## src/hw/rtl/htmc_pkg.sv

```systemverilog
// Package for the heading turn mode controller.
// Holds mode codes, fixed-point angle constants, the CORDIC arctangent table
// and the structs passed between the top level and the CORDIC unit.
package htmc_pkg;

  // Number of CORDIC vectoring iterations, capped by the table length
  localparam int CORDIC_STEPS = 16;
  localparam int ATAN_LEN = 24;
  localparam int CORDIC_ITERS = (CORDIC_STEPS < ATAN_LEN) ? CORDIC_STEPS : ATAN_LEN;
  localparam int ITER_W = $clog2(ATAN_LEN);

  // Q2.13 angles
  localparam int ANG_PI = 25736;
  localparam int ANG_TWO_PI = 51472;

  // CORDIC datapath: offsets scaled by 2^20, angle accumulator in Q.24
  localparam int DIFF_W = 17;
  localparam int XY_W = 40;
  localparam int Z_W = 28;
  localparam int XY_SCALE = 20;
  localparam int ATAN_W = 24;
  localparam int PI_Q24 = 52707179;
  localparam int ROUND_SHIFT = 11;

  typedef enum logic [1:0] {
    MODE_STOPPED = 2'd0,
    MODE_ACCEL   = 2'd1,
    MODE_MOVING  = 2'd2,
    MODE_TURNING = 2'd3
  } mode_t;

  typedef struct packed {
    logic                     start;
    logic signed [DIFF_W-1:0] dx;
    logic signed [DIFF_W-1:0] dy;
  } cordic_cmd_t;

  typedef struct packed {
    logic               valid;
    logic signed [15:0] angle;
  } bearing_t;

  // atan(2^-i) in Q.24
  function automatic logic [ATAN_W-1:0] atan_q24(input logic [ITER_W-1:0] idx);
    logic [ATAN_W-1:0] r;
    unique case (idx)
      5'd0:    r = 24'd13176795;
      5'd1:    r = 24'd7778716;
      5'd2:    r = 24'd4110060;
      5'd3:    r = 24'd2086331;
      5'd4:    r = 24'd1047214;
      5'd5:    r = 24'd524117;
      5'd6:    r = 24'd262123;
      5'd7:    r = 24'd131069;
      5'd8:    r = 24'd65536;
      5'd9:    r = 24'd32768;
      5'd10:   r = 24'd16384;
      5'd11:   r = 24'd8192;
      5'd12:   r = 24'd4096;
      5'd13:   r = 24'd2048;
      5'd14:   r = 24'd1024;
      5'd15:   r = 24'd512;
      5'd16:   r = 24'd256;
      5'd17:   r = 24'd128;
      5'd18:   r = 24'd64;
      5'd19:   r = 24'd32;
      5'd20:   r = 24'd16;
      5'd21:   r = 24'd8;
      5'd22:   r = 24'd4;
      5'd23:   r = 24'd2;
      default: r = '0;
    endcase
    return r;
  endfunction

endpackage

```

## src/hw/rtl/htmc_cordic.sv

```systemverilog
// Iterative CORDIC vectoring unit: bearing of (dx, dy) in Q2.13 radians.
// One shift-add iteration per cycle, then rounding and wrap. Uses htmc_pkg.
module htmc_cordic import htmc_pkg::*; (
  input  logic        clk,
  input  logic        rst,
  input  cordic_cmd_t cmd,
  output bearing_t    res
);

  typedef enum logic [1:0] {C_IDLE, C_RUN, C_ROUND} cstate_t;

  localparam logic signed [Z_W-1:0] PiZ = Z_W'(PI_Q24);
  localparam logic signed [Z_W-1:0] RoundHalf = Z_W'(1 << (ROUND_SHIFT - 1));
  localparam logic signed [17:0] Pi18 = 18'(ANG_PI);
  localparam logic signed [17:0] TwoPi18 = 18'(ANG_TWO_PI);

  cstate_t                  state;
  logic signed [XY_W-1:0]   x;
  logic signed [XY_W-1:0]   y;
  logic signed [Z_W-1:0]    z;
  logic signed [Z_W-1:0]    base;
  logic                     zero;
  logic [ITER_W-1:0]        iter;

  logic                     neg;
  logic signed [DIFF_W:0]   dx_m;
  logic signed [DIFF_W:0]   dy_m;
  logic signed [XY_W-1:0]   xs;
  logic signed [XY_W-1:0]   ys;
  logic signed [Z_W-1:0]    step_ang;
  logic signed [Z_W-1:0]    z_sum;
  logic signed [17:0]       ang;
  logic signed [17:0]       ang_w;

  always_comb begin
    neg = cmd.dx < 0;
    dx_m = neg ? -(DIFF_W+1)'(cmd.dx) : (DIFF_W+1)'(cmd.dx);
    dy_m = neg ? -(DIFF_W+1)'(cmd.dy) : (DIFF_W+1)'(cmd.dy);
    xs = x >>> iter;
    ys = y >>> iter;
    step_ang = signed'({{(Z_W-ATAN_W){1'b0}}, atan_q24(iter)});
    z_sum = z + base + RoundHalf;
    ang = 18'(signed'(z_sum[Z_W-1:ROUND_SHIFT]));
    if (ang < -Pi18) begin
      ang_w = ang + TwoPi18;
    end else if (ang > Pi18) begin
      ang_w = ang - TwoPi18;
    end else begin
      ang_w = ang;
    end
  end

  always_ff @(posedge clk) begin
    if (rst) begin
      state <= C_IDLE;
      res.valid <= 1'b0;
      iter <= '0;
    end else begin
      unique case (state)
        C_IDLE: begin
          if (cmd.start) begin
            res.valid <= 1'b0;
            zero <= (cmd.dx == 0) && (cmd.dy == 0);
            base <= neg ? ((cmd.dy >= 0) ? PiZ : -PiZ) : '0;
            x <= XY_W'(dx_m) <<< XY_SCALE;
            y <= XY_W'(dy_m) <<< XY_SCALE;
            z <= '0;
            iter <= '0;
            state <= C_RUN;
          end
        end
        C_RUN: begin
          if (y > 0) begin
            x <= x + ys;
            y <= y - xs;
            z <= z + step_ang;
          end else begin
            x <= x - ys;
            y <= y + xs;
            z <= z - step_ang;
          end
          iter <= iter + 1'b1;
          if (iter == ITER_W'(CORDIC_ITERS - 1)) begin
            state <= C_ROUND;
          end
        end
        C_ROUND: begin
          // a target on the vehicle has bearing zero
          res.angle <= zero ? '0 : ang_w[15:0];
          res.valid <= 1'b1;
          state <= C_IDLE;
        end
        default: state <= C_IDLE;
      endcase
    end
  end

endmodule

```

## src/hw/rtl/heading_turn_mode_controller_top.sv

```systemverilog
// Heading turn mode controller, top level: handshake, config registers,
// sequencer with one shared multiplier, mode/heading state and output register.
// Depends on htmc_pkg and htmc_cordic.

// From acceptance to result, the CORDIC unit takes a start step,
// CORDIC_STEPS (16) shift-add iterations and a rounding step, and the error
// and update steps follow it; the squared speed, squared attack speed and turn
// step share one multiplier during the CORDIC run.
// in_ready is high only while no item is in work; a finished result waits in
// the output register, so the next item can be taken while it is pending.
// Heading: Q2.13, reset 0. Mode: reset stopped. The user writes configuration
// via cfg_write/cfg_index/cfg_data only while idle, not enforced by the block.
module heading_turn_mode_controller_top import htmc_pkg::*; (
  input  logic               clk,
  input  logic               rst,
  input  logic               cfg_write,
  input  logic [1:0]         cfg_index,
  input  logic [14:0]        cfg_data,
  input  logic               in_valid,
  output logic               in_ready,
  input  logic signed [15:0] target_x,
  input  logic signed [15:0] target_y,
  input  logic signed [15:0] vehicle_x,
  input  logic signed [15:0] vehicle_y,
  input  logic signed [15:0] velocity_x,
  input  logic signed [15:0] velocity_y,
  input  logic [15:0]        time_step,
  output logic               out_valid,
  input  logic               out_ready,
  output logic [1:0]         mode,
  output logic signed [15:0] turn_command
);

  localparam logic [1:0] RegThreshold = 2'd0;
  localparam logic [1:0] RegRate = 2'd1;
  localparam logic [1:0] RegAttack = 2'd2;
  localparam logic signed [17:0] Pi18 = 18'(ANG_PI);
  localparam logic signed [17:0] TwoPi18 = 18'(ANG_TWO_PI);

  typedef enum logic [3:0] {
    S_IDLE, S_SQ_VX, S_SQ_VY, S_SQ_AT, S_RATE, S_MAG, S_WAIT, S_ERR, S_UPDATE
  } state_t;

  state_t              state;
  logic [14:0]         turn_threshold;
  logic [14:0]         angular_rate;
  logic [14:0]         attack_speed;
  mode_t               cur_mode;
  logic signed [15:0]  heading;
  logic signed [15:0]  vx;
  logic signed [15:0]  vy;
  logic [15:0]         dt;
  logic signed [33:0]  prod;
  logic [31:0]         speed_sq;
  logic [29:0]         attack_sq;
  logic [15:0]         mag;
  logic signed [15:0]  target;
  logic                too_far;
  logic                side_pos;
  mode_t               out_mode;

  cordic_cmd_t         ccmd;
  bearing_t            cres;

  logic                in_acc;
  logic                out_free;
  logic signed [16:0]  mul_a;
  logic signed [16:0]  mul_b;
  logic [31:0]         rate_round;
  logic signed [17:0]  err;
  logic [17:0]         abs_err;
  logic [17:0]         fold_err;
  logic signed [17:0]  side;
  logic signed [17:0]  head_sum;
  logic signed [17:0]  head_w;
  logic signed [15:0]  rate_s;
  mode_t               mode_n;
  logic signed [15:0]  heading_n;
  logic signed [15:0]  cmd_n;

  assign in_ready = (state == S_IDLE);
  assign in_acc = in_valid && in_ready;
  assign out_free = !out_valid || out_ready;
  assign mode = out_mode;

  assign ccmd.start = in_acc;
  assign ccmd.dx = DIFF_W'(target_x) - DIFF_W'(vehicle_x);
  assign ccmd.dy = DIFF_W'(target_y) - DIFF_W'(vehicle_y);

  htmc_cordic u_cordic (
    .clk (clk),
    .rst (rst),
    .cmd (ccmd),
    .res (cres)
  );

  // shared multiplier operand select
  always_comb begin
    unique case (state)
      S_SQ_VX: begin
        mul_a = 17'(vx);
        mul_b = 17'(vx);
      end
      S_SQ_VY: begin
        mul_a = 17'(vy);
        mul_b = 17'(vy);
      end
      S_SQ_AT: begin
        mul_a = signed'({2'b0, attack_speed});
        mul_b = signed'({2'b0, attack_speed});
      end
      S_RATE: begin
        mul_a = signed'({2'b0, angular_rate});
        mul_b = signed'({1'b0, dt});
      end
      default: begin
        mul_a = '0;
        mul_b = '0;
      end
    endcase
  end

  always_comb begin
    rate_round = prod[31:0] + 32'd32768;

    // wrapped error between bearing and heading
    err = 18'(target) - 18'(heading);
    abs_err = (err < 0) ? 18'(-err) : 18'(err);
    fold_err = (abs_err > 18'(ANG_PI)) ? 18'(ANG_TWO_PI) - abs_err : abs_err;
    if (err < -Pi18) begin
      side = err + TwoPi18;
    end else if (err > Pi18) begin
      side = err - TwoPi18;
    end else begin
      side = err;
    end

    // heading integration toward the shorter side
    head_sum = side_pos ? 18'(heading) + signed'({2'b0, mag})
                        : 18'(heading) - signed'({2'b0, mag});
    if (head_sum < -Pi18) begin
      head_w = head_sum + TwoPi18;
    end else if (head_sum > Pi18) begin
      head_w = head_sum - TwoPi18;
    end else begin
      head_w = head_sum;
    end

    rate_s = signed'({1'b0, angular_rate});
    mode_n = cur_mode;
    heading_n = heading;
    cmd_n = '0;
    if (too_far || (cur_mode == MODE_TURNING)) begin
      mode_n = MODE_TURNING;
      cmd_n = side_pos ? rate_s : -rate_s;
      heading_n = head_w[15:0];
      if (!too_far) begin
        heading_n = target;
        mode_n = MODE_ACCEL;
        cmd_n = target;
      end
    end else begin
      unique case (cur_mode)
        MODE_STOPPED: mode_n = MODE_ACCEL;
        MODE_ACCEL: begin
          if (speed_sq >= {2'b0, attack_sq}) begin
            mode_n = MODE_MOVING;
          end
        end
        default: mode_n = cur_mode;
      endcase
    end
  end

  always_ff @(posedge clk) begin
    if (rst) begin
      state <= S_IDLE;
      turn_threshold <= 15'd1430;
      angular_rate <= 15'd8192;
      attack_speed <= 15'd2560;
      cur_mode <= MODE_STOPPED;
      heading <= '0;
      out_valid <= 1'b0;
    end else begin
      if (cfg_write) begin
        unique case (cfg_index)
          RegThreshold: turn_threshold <= cfg_data;
          RegRate:      angular_rate <= cfg_data;
          RegAttack:    attack_speed <= cfg_data;
          default:      ;
        endcase
      end

      if ((state == S_UPDATE) && out_free) begin
        out_valid <= 1'b1;
      end else if (out_valid && out_ready) begin
        out_valid <= 1'b0;
      end

      prod <= mul_a * mul_b;

      unique case (state)
        S_IDLE: begin
          if (in_acc) begin
            vx <= velocity_x;
            vy <= velocity_y;
            dt <= time_step;
            state <= S_SQ_VX;
          end
        end
        S_SQ_VX: state <= S_SQ_VY;
        S_SQ_VY: begin
          speed_sq <= prod[31:0];
          state <= S_SQ_AT;
        end
        S_SQ_AT: begin
          speed_sq <= speed_sq + prod[31:0];
          state <= S_RATE;
        end
        S_RATE: begin
          attack_sq <= prod[29:0];
          state <= S_MAG;
        end
        S_MAG: begin
          mag <= rate_round[31:16];
          state <= S_WAIT;
        end
        S_WAIT: begin
          if (cres.valid) begin
            target <= cres.angle;
            state <= S_ERR;
          end
        end
        S_ERR: begin
          too_far <= fold_err > {3'b0, turn_threshold};
          side_pos <= side > 0;
          state <= S_UPDATE;
        end
        S_UPDATE: begin
          // commit only when the output register is free
          if (out_free) begin
            cur_mode <= mode_n;
            heading <= heading_n;
            out_mode <= mode_n;
            turn_command <= cmd_n;
            state <= S_IDLE;
          end
        end
        default: state <= S_IDLE;
      endcase
    end
  end

endmodule

```

## config.mk

```make
export PLATFORM = sky130hd
export DESIGN_NAME = heading_turn_mode_controller_top
export DESIGN_NICKNAME = d
export VERILOG_FILES = /design/src/hw/rtl/htmc_pkg.sv /design/src/hw/rtl/htmc_cordic.sv /design/src/hw/rtl/heading_turn_mode_controller_top.sv
export SDC_FILE = /design/constraint.sdc
export NUM_CORES = 2
export LEC_CHECK = 0
export BUFFER_PORTS_ARGS = -buffer_cell sky130_fd_sc_hd__buf_2
export CAP_MARGIN = 20
export CORE_MARGIN = 2
export CORE_UTILIZATION = 59
export DETAILED_ROUTE_END_ITERATION = 10
export PLACE_DENSITY = 0.79
export SYNTH_ARGS = -nofsm -noshare
export SYNTH_HDL_FRONTEND = slang
export SYNTH_HIERARCHICAL = 1
export SYNTH_SLANG_ARGS = --single-unit
export TNS_END_PERCENT = 1
```

## constraint.sdc

```tcl
create_clock -name clk -period 7.7 [get_ports clk]
set_input_delay 1.54 -clock clk [delete_from_list [all_inputs] [get_ports clk]]
set_output_delay 1.54 -clock clk [all_outputs]
set_load 0.01 [all_outputs]
```

# Word-level counts from Yosys, hierarchy flattened
# Memory sizes are Yosys's and may differ from the RTL's. A register that Yosys moved wholly into a read port is not among the register bits.
# Index checks and enable logic that the tools add are counted.
# op_classes
add_sub_neg	27
multipliers	1
n_lt_le_gt_ge	14
eq_ne	20
n_shift	2
muxes	46
bitwise_logic	1
reduce_logical	36
# op_table
operator	n
two-way mux 40 bit	4
one-hot mux 40 bit (2 select lines)	2
one-hot mux 17 bit (4 select lines)	2
two-way mux 18 bit	7
two-way mux 16 bit	7
two-way mux 28 bit	3
adder 40 bit	2
>>> shifter 40 x 5 -> 40 bit	2
subtractor 40 bit	2
zero test 32 bit	2
one-hot mux 32 bit (2 select lines)	1
one-hot mux 28 bit (2 select lines)	1
negator 17 -> 18 bit	3
subtractor 16 x 16 -> 17 bit	3
greater-than comparator 40 x 1 -> 1 bit (second input constant)	1
one-hot mux 4 bit (9 select lines)	1
greater-than comparator 17 x 16 -> 1 bit (second input constant)	2
< comparator 17 x 1 -> 1 bit (second input constant)	2
< comparator 17 x 16 -> 1 bit (second input constant)	2
adder 16 x 15 -> 16 bit (second input constant)	2
adder 32 x 16 -> 32 bit (second input constant)	1
adder 32 bit	1
>= comparator 32 x 30 -> 1 bit	1
multiplier 17 x 17 -> 32 bit	1
43 further kinds	92
# totals
register_bits	423
romBits	768
wordCells	176
mem_count	1
# memory_table
memory	depth	width	rd	rd_ports_with_merged_regs	wr	line	rtl
(no name shown)	32	24	1	1	0	htmc_pkg.sv:46	unique case (idx)

# Depth between registers and ports, before layout
# depth
word_depth	6
ltp_mapped	34
depth_no_buf	31

# Hierarchy
# The synthesis kept the hierarchy.
# modules_own_cells
module	instances	cells_each	area_per_inst_um2	seq_area_each_um2
heading_turn_mode_controller_top	1	3203	28523.6	7186.9
htmc_cordic	1	2407	20935.1	4484.3

# Least setup slack after synthesis
# Ideal clock, no wire load.
# synth_path
kind	reg2reg
from	reg state[0] (netlist name)
to	reg prod[28] (data pin)
setup_ps	263
arrival_time_ps	7867
required_ps	7437
setup_slack_ps	-430
stages_incl_launch_ff	31
n_path_buf	3
synth_period_minus_slack_ps	8130
cell_sequence	dfxtp_1 clkbuf_1 clkbuf_1 mux2i_1 o21ai_0 a21oi_1 clkbuf_1 nor2_1 fa_1 inv_1 fa_1 inv_1 fa_1 inv_1 fa_1 inv_1 fa_1 inv_1 fa_1 inv_1 ha_1 a21o_1 a21oi_1 nand3b_1 o21ai_0 o211ai_1 a31oi_1 o21ai_0 a2111oi_0 nor2_1 xor2_1
# synth_lines
item	line	rtl
end signal, assigned	heading_turn_mode_controller_top.sv:200	prod <= mul_a * mul_b;
end, declared	heading_turn_mode_controller_top.sv:53	logic signed [33:0] prod;

==> impl_metrics.toml <==
[finish]
drive_above_1_share_pct = 11.3
finish.utilization_pct = 64.5
stdcell_area_um2 = 53700
fin_cells = 6850
num-nets-final = 6552
syn2layout_area_growth_pct = 8.61
num-fill-cells = 6815

[run_status]
status = "finished clean"

[sta]
rsz0062_at_grt = "yes"
slew_viol_final = 0
finalSetupViolations = 0
hold_viol_final = 0
min_period_ns = 7.58
finClkSkew_ns = 0.0482
worst_pin_slew_ns = 1.07
fmax_mhz = 132
setup-tns-final_ns = 0
relSlewSlack_pct = 28.4
fin_crit_sh_pct = 98.4
whs_ns = 0.392

[synth]
syn_nets = 6437
ys_ff_latch = 422
synth.distinct_cells = 113
syn_area_per_cell_um2 = 8.82
synth_area_leader_cell = "edfxtp_1"
synth_area_um2 = 49500
netlist_instances = 5610
synth_most_common_cell = "inv_1"
synthDominantCellAreaShare_pct = 19.6
synthTopCellsByArea = "edfxtp_1 (20%), fa_1 (11%), ha_1 (10%), mux4_2 (5.1%), inv_1 (4.3%)"
synth_common_cells = "inv_1 (565), nand2_1 (553), nor2_1 (551)"
synth_edf_count = 322
synthArstFlopShare_pct = 0
yosys_warnings = 6
synth.yosys.seq_area_share_pct = 23.6
synthFlopType = "edfxtp_1"

[detailed_routing]
drt_iter0_drc = 4808
antenna_left = 0
drc = 0
finalWirelength_um = 144000
vias_per_cell = 6.36
first_pass_iters = 8
routedWlPerCell_um = 21.0
vias = 43549

[critical_path]
r2r-end = "prod[31]"
crit_slowest_cell = "a21oi_1"
critPathKind = "register to register"
slowest_delay_ns = 0.62
required_ns = 8.06
cp-start-kind = "register"
endpoint_kind = "register"
worst_r2r_path_depth = 28
ff2ff_setup_slack_ns = 0.12
crit_top_cell = "fa_1"
worstPathMaxFanout = 23
r2r-start = "state[1]"
worstPathArrival_ns = 7.93

[clock_tree]
cts_buffer_depth = 3
cts-hold-fix-buffers = 0
cts-root-buf = "clkbuf_16"
htreeDepth = 2
tritoncts = "built"
cts_inserted_buffers = 50
clock_sinks = 422
path_clk_slew_ns = 0.06
worst_skew_pair.late_latency_ns = 0.64

[die]
die_y_um = 294
initial_core_util_pct = 59.4
io_pins = 154
core-area_um2 = 83300
die_w_um = 294
die_area_um2 = 86200
num_rows = 106

[global_route]
grtUsageTotal_pct = 33.1
grt_pass1_vias = 41989
grt_max_degree = 78
gr-total-overflow = 0
grt_pass1_wl_um = 227000
antenna_found_initial = 6

[placement]
dp.cells = 6749
portBuffers = 153
detailed_place_hpwl_um = 114000
place_area_um2 = 51700
gp_congestion = 1.07

[power]
vdd.ir_drop.worst_v = 0.000252
power_density_nw_per_um2 = 318
power_leakage_nw = 23.3

[run]
cap_violations = 0

[hold_path]
hold_path.class = "register to register"
min_to = "target[7]"
hold_depth = 0
min_from = "u_cordic/res[7]"
-- worst max-delay path, delay by kind of cell, from the launching register on --
kind	cells	cell delay (ns)
fa+ha+maj	7	3.37
compound gates	10	2.15
buf+inv	7	0.86
flops	1	0.43
simple gates	3	0.39
xor+xnor	1	0.08
-- sequential cells by signal, summed over array words and instances, names as in the netlist, 3 cells and up --
signal	count
prod	32
angular_rate	15
u_cordic/step_ang	24
attack_speed	15
u_cordic/res	17
attack_sq	30
u_cordic/y	40
u_cordic/iter	5
state	4
turn_threshold	15
vy	16
mag	16
u_cordic/base	3
turn_command	16
u_cordic/z	28
speed_sq	32
target	16
heading	16
u_cordic/x	40
vx	16
dt	16
-- per-layer routing --
layer	global-route usage [%]	vias up	part of all wire, %
met5	0	-	0.038
met4	14.1	8	4.9
met3	6.58	457	10
met2	52.9	2223	45
met1	43.9	20792	40
li1	-	20069	-
-- placed cells by master, fill, tap and decap left out, types with 26 or more instances in the layout --
cell	synthesis	final
or2_2	37	37
nor3_1	125	123
and2_1	35	35
nand3_1	77	77
nand2_1	553	552
buf_2	17	153
o21bai_1	28	28
o31ai_1	51	51
inv_1	565	563
a21o_1	138	138
a31oi_1	62	61
ha_1	410	410
clkbuf_16	0	53
nor2_1	551	548
o21a_1	43	43
a21oi_1	376	361
o22ai_1	30	30
a211oi_1	51	50
xnor2_1	222	222
nand2b_1	74	73
mux2i_1	66	66
nand4_1	39	39
o21ai_0	316	306
mux4_2	112	112
buf_4	1	122
edfxtp_1	322	322
o211ai_1	26	26
dfxtp_1	100	95
or3_1	31	31
nor4_1	37	36
xor2_1	168	168
nor2b_1	50	48
a21boi_0	26	26
fa_1	283	283
mux2_2	37	37
and3_1	37	37
-- power by group --
part | switching, mW | internal [mW]
clock network | 1.06 | 1.58
logic | 6.55 | 4.42
registers | 0.448 | 3.05
-- how the worst max path moves through the flow --
stage               end  depth (start not counted)      from
6_report       prod[31]                         28  state[1]
5_1_grt        prod[31]                         28  state[1]
4_1_cts        prod[31]                         25  state[1]
3_5_place_dp   prod[28]                         23  state[1]
3_3_place_gp   prod[28]                         28  state[0]
2_1_floorplan  prod[28]                         31  state[1]
-- cells by family (layout without fill, tap and decap cells) --
family,count (synthesis),in the layout,synth area share (%)
AOI/OAI and AO/OA,1348,1348,17.4
xor gates and xnor gates,396,396,7.16
adders and majority gates,693,693,21.8
buffers and inverters,790,947,6.22
DFF,422,422,23.6
muxes,218,218,7.38
other,0,3,0
and+or+nand+nor,1743,1743,16.4
-- through the flow --
stage	setup slack, ns	total power, mW
after detailed placement	-0.0749	14.1
after CTS	0.0284	16.8
after global routing	-0.0726	18.4
after floorplan	0.00275	11.3
after global placement	0.0921	13.8
final	0.125	17.1
-- area by class of cell --
cell class | count | area, um2 | share of cell area, %
well taps | 1080 | 1350 | 2.52
flip-flops and latches | 422 | 11700 | 21.7
inverters | 570 | 2140 | 3.98
diodes | 3 | 7.51 | 0.0140
clock inverters | 29 | 457 | 0.850
repair buffers | 283 | 1800 | 3.36
clock buffers | 65 | 1400 | 2.61
multi-input cells | 4398 | 34900 | 64.9
-- timing repair --
| action | CTS | global route |
|---|---|---|
| setup endpoints to repair | 3 | 15 |
| buffers inserted | 0 | 1 |
| pin swaps | 0 | 3 |
| gates resized for setup | 3 | 32 |
| gates cloned | 0 | 1 |
Note: power is estimated with default switching activity, not from simulation.
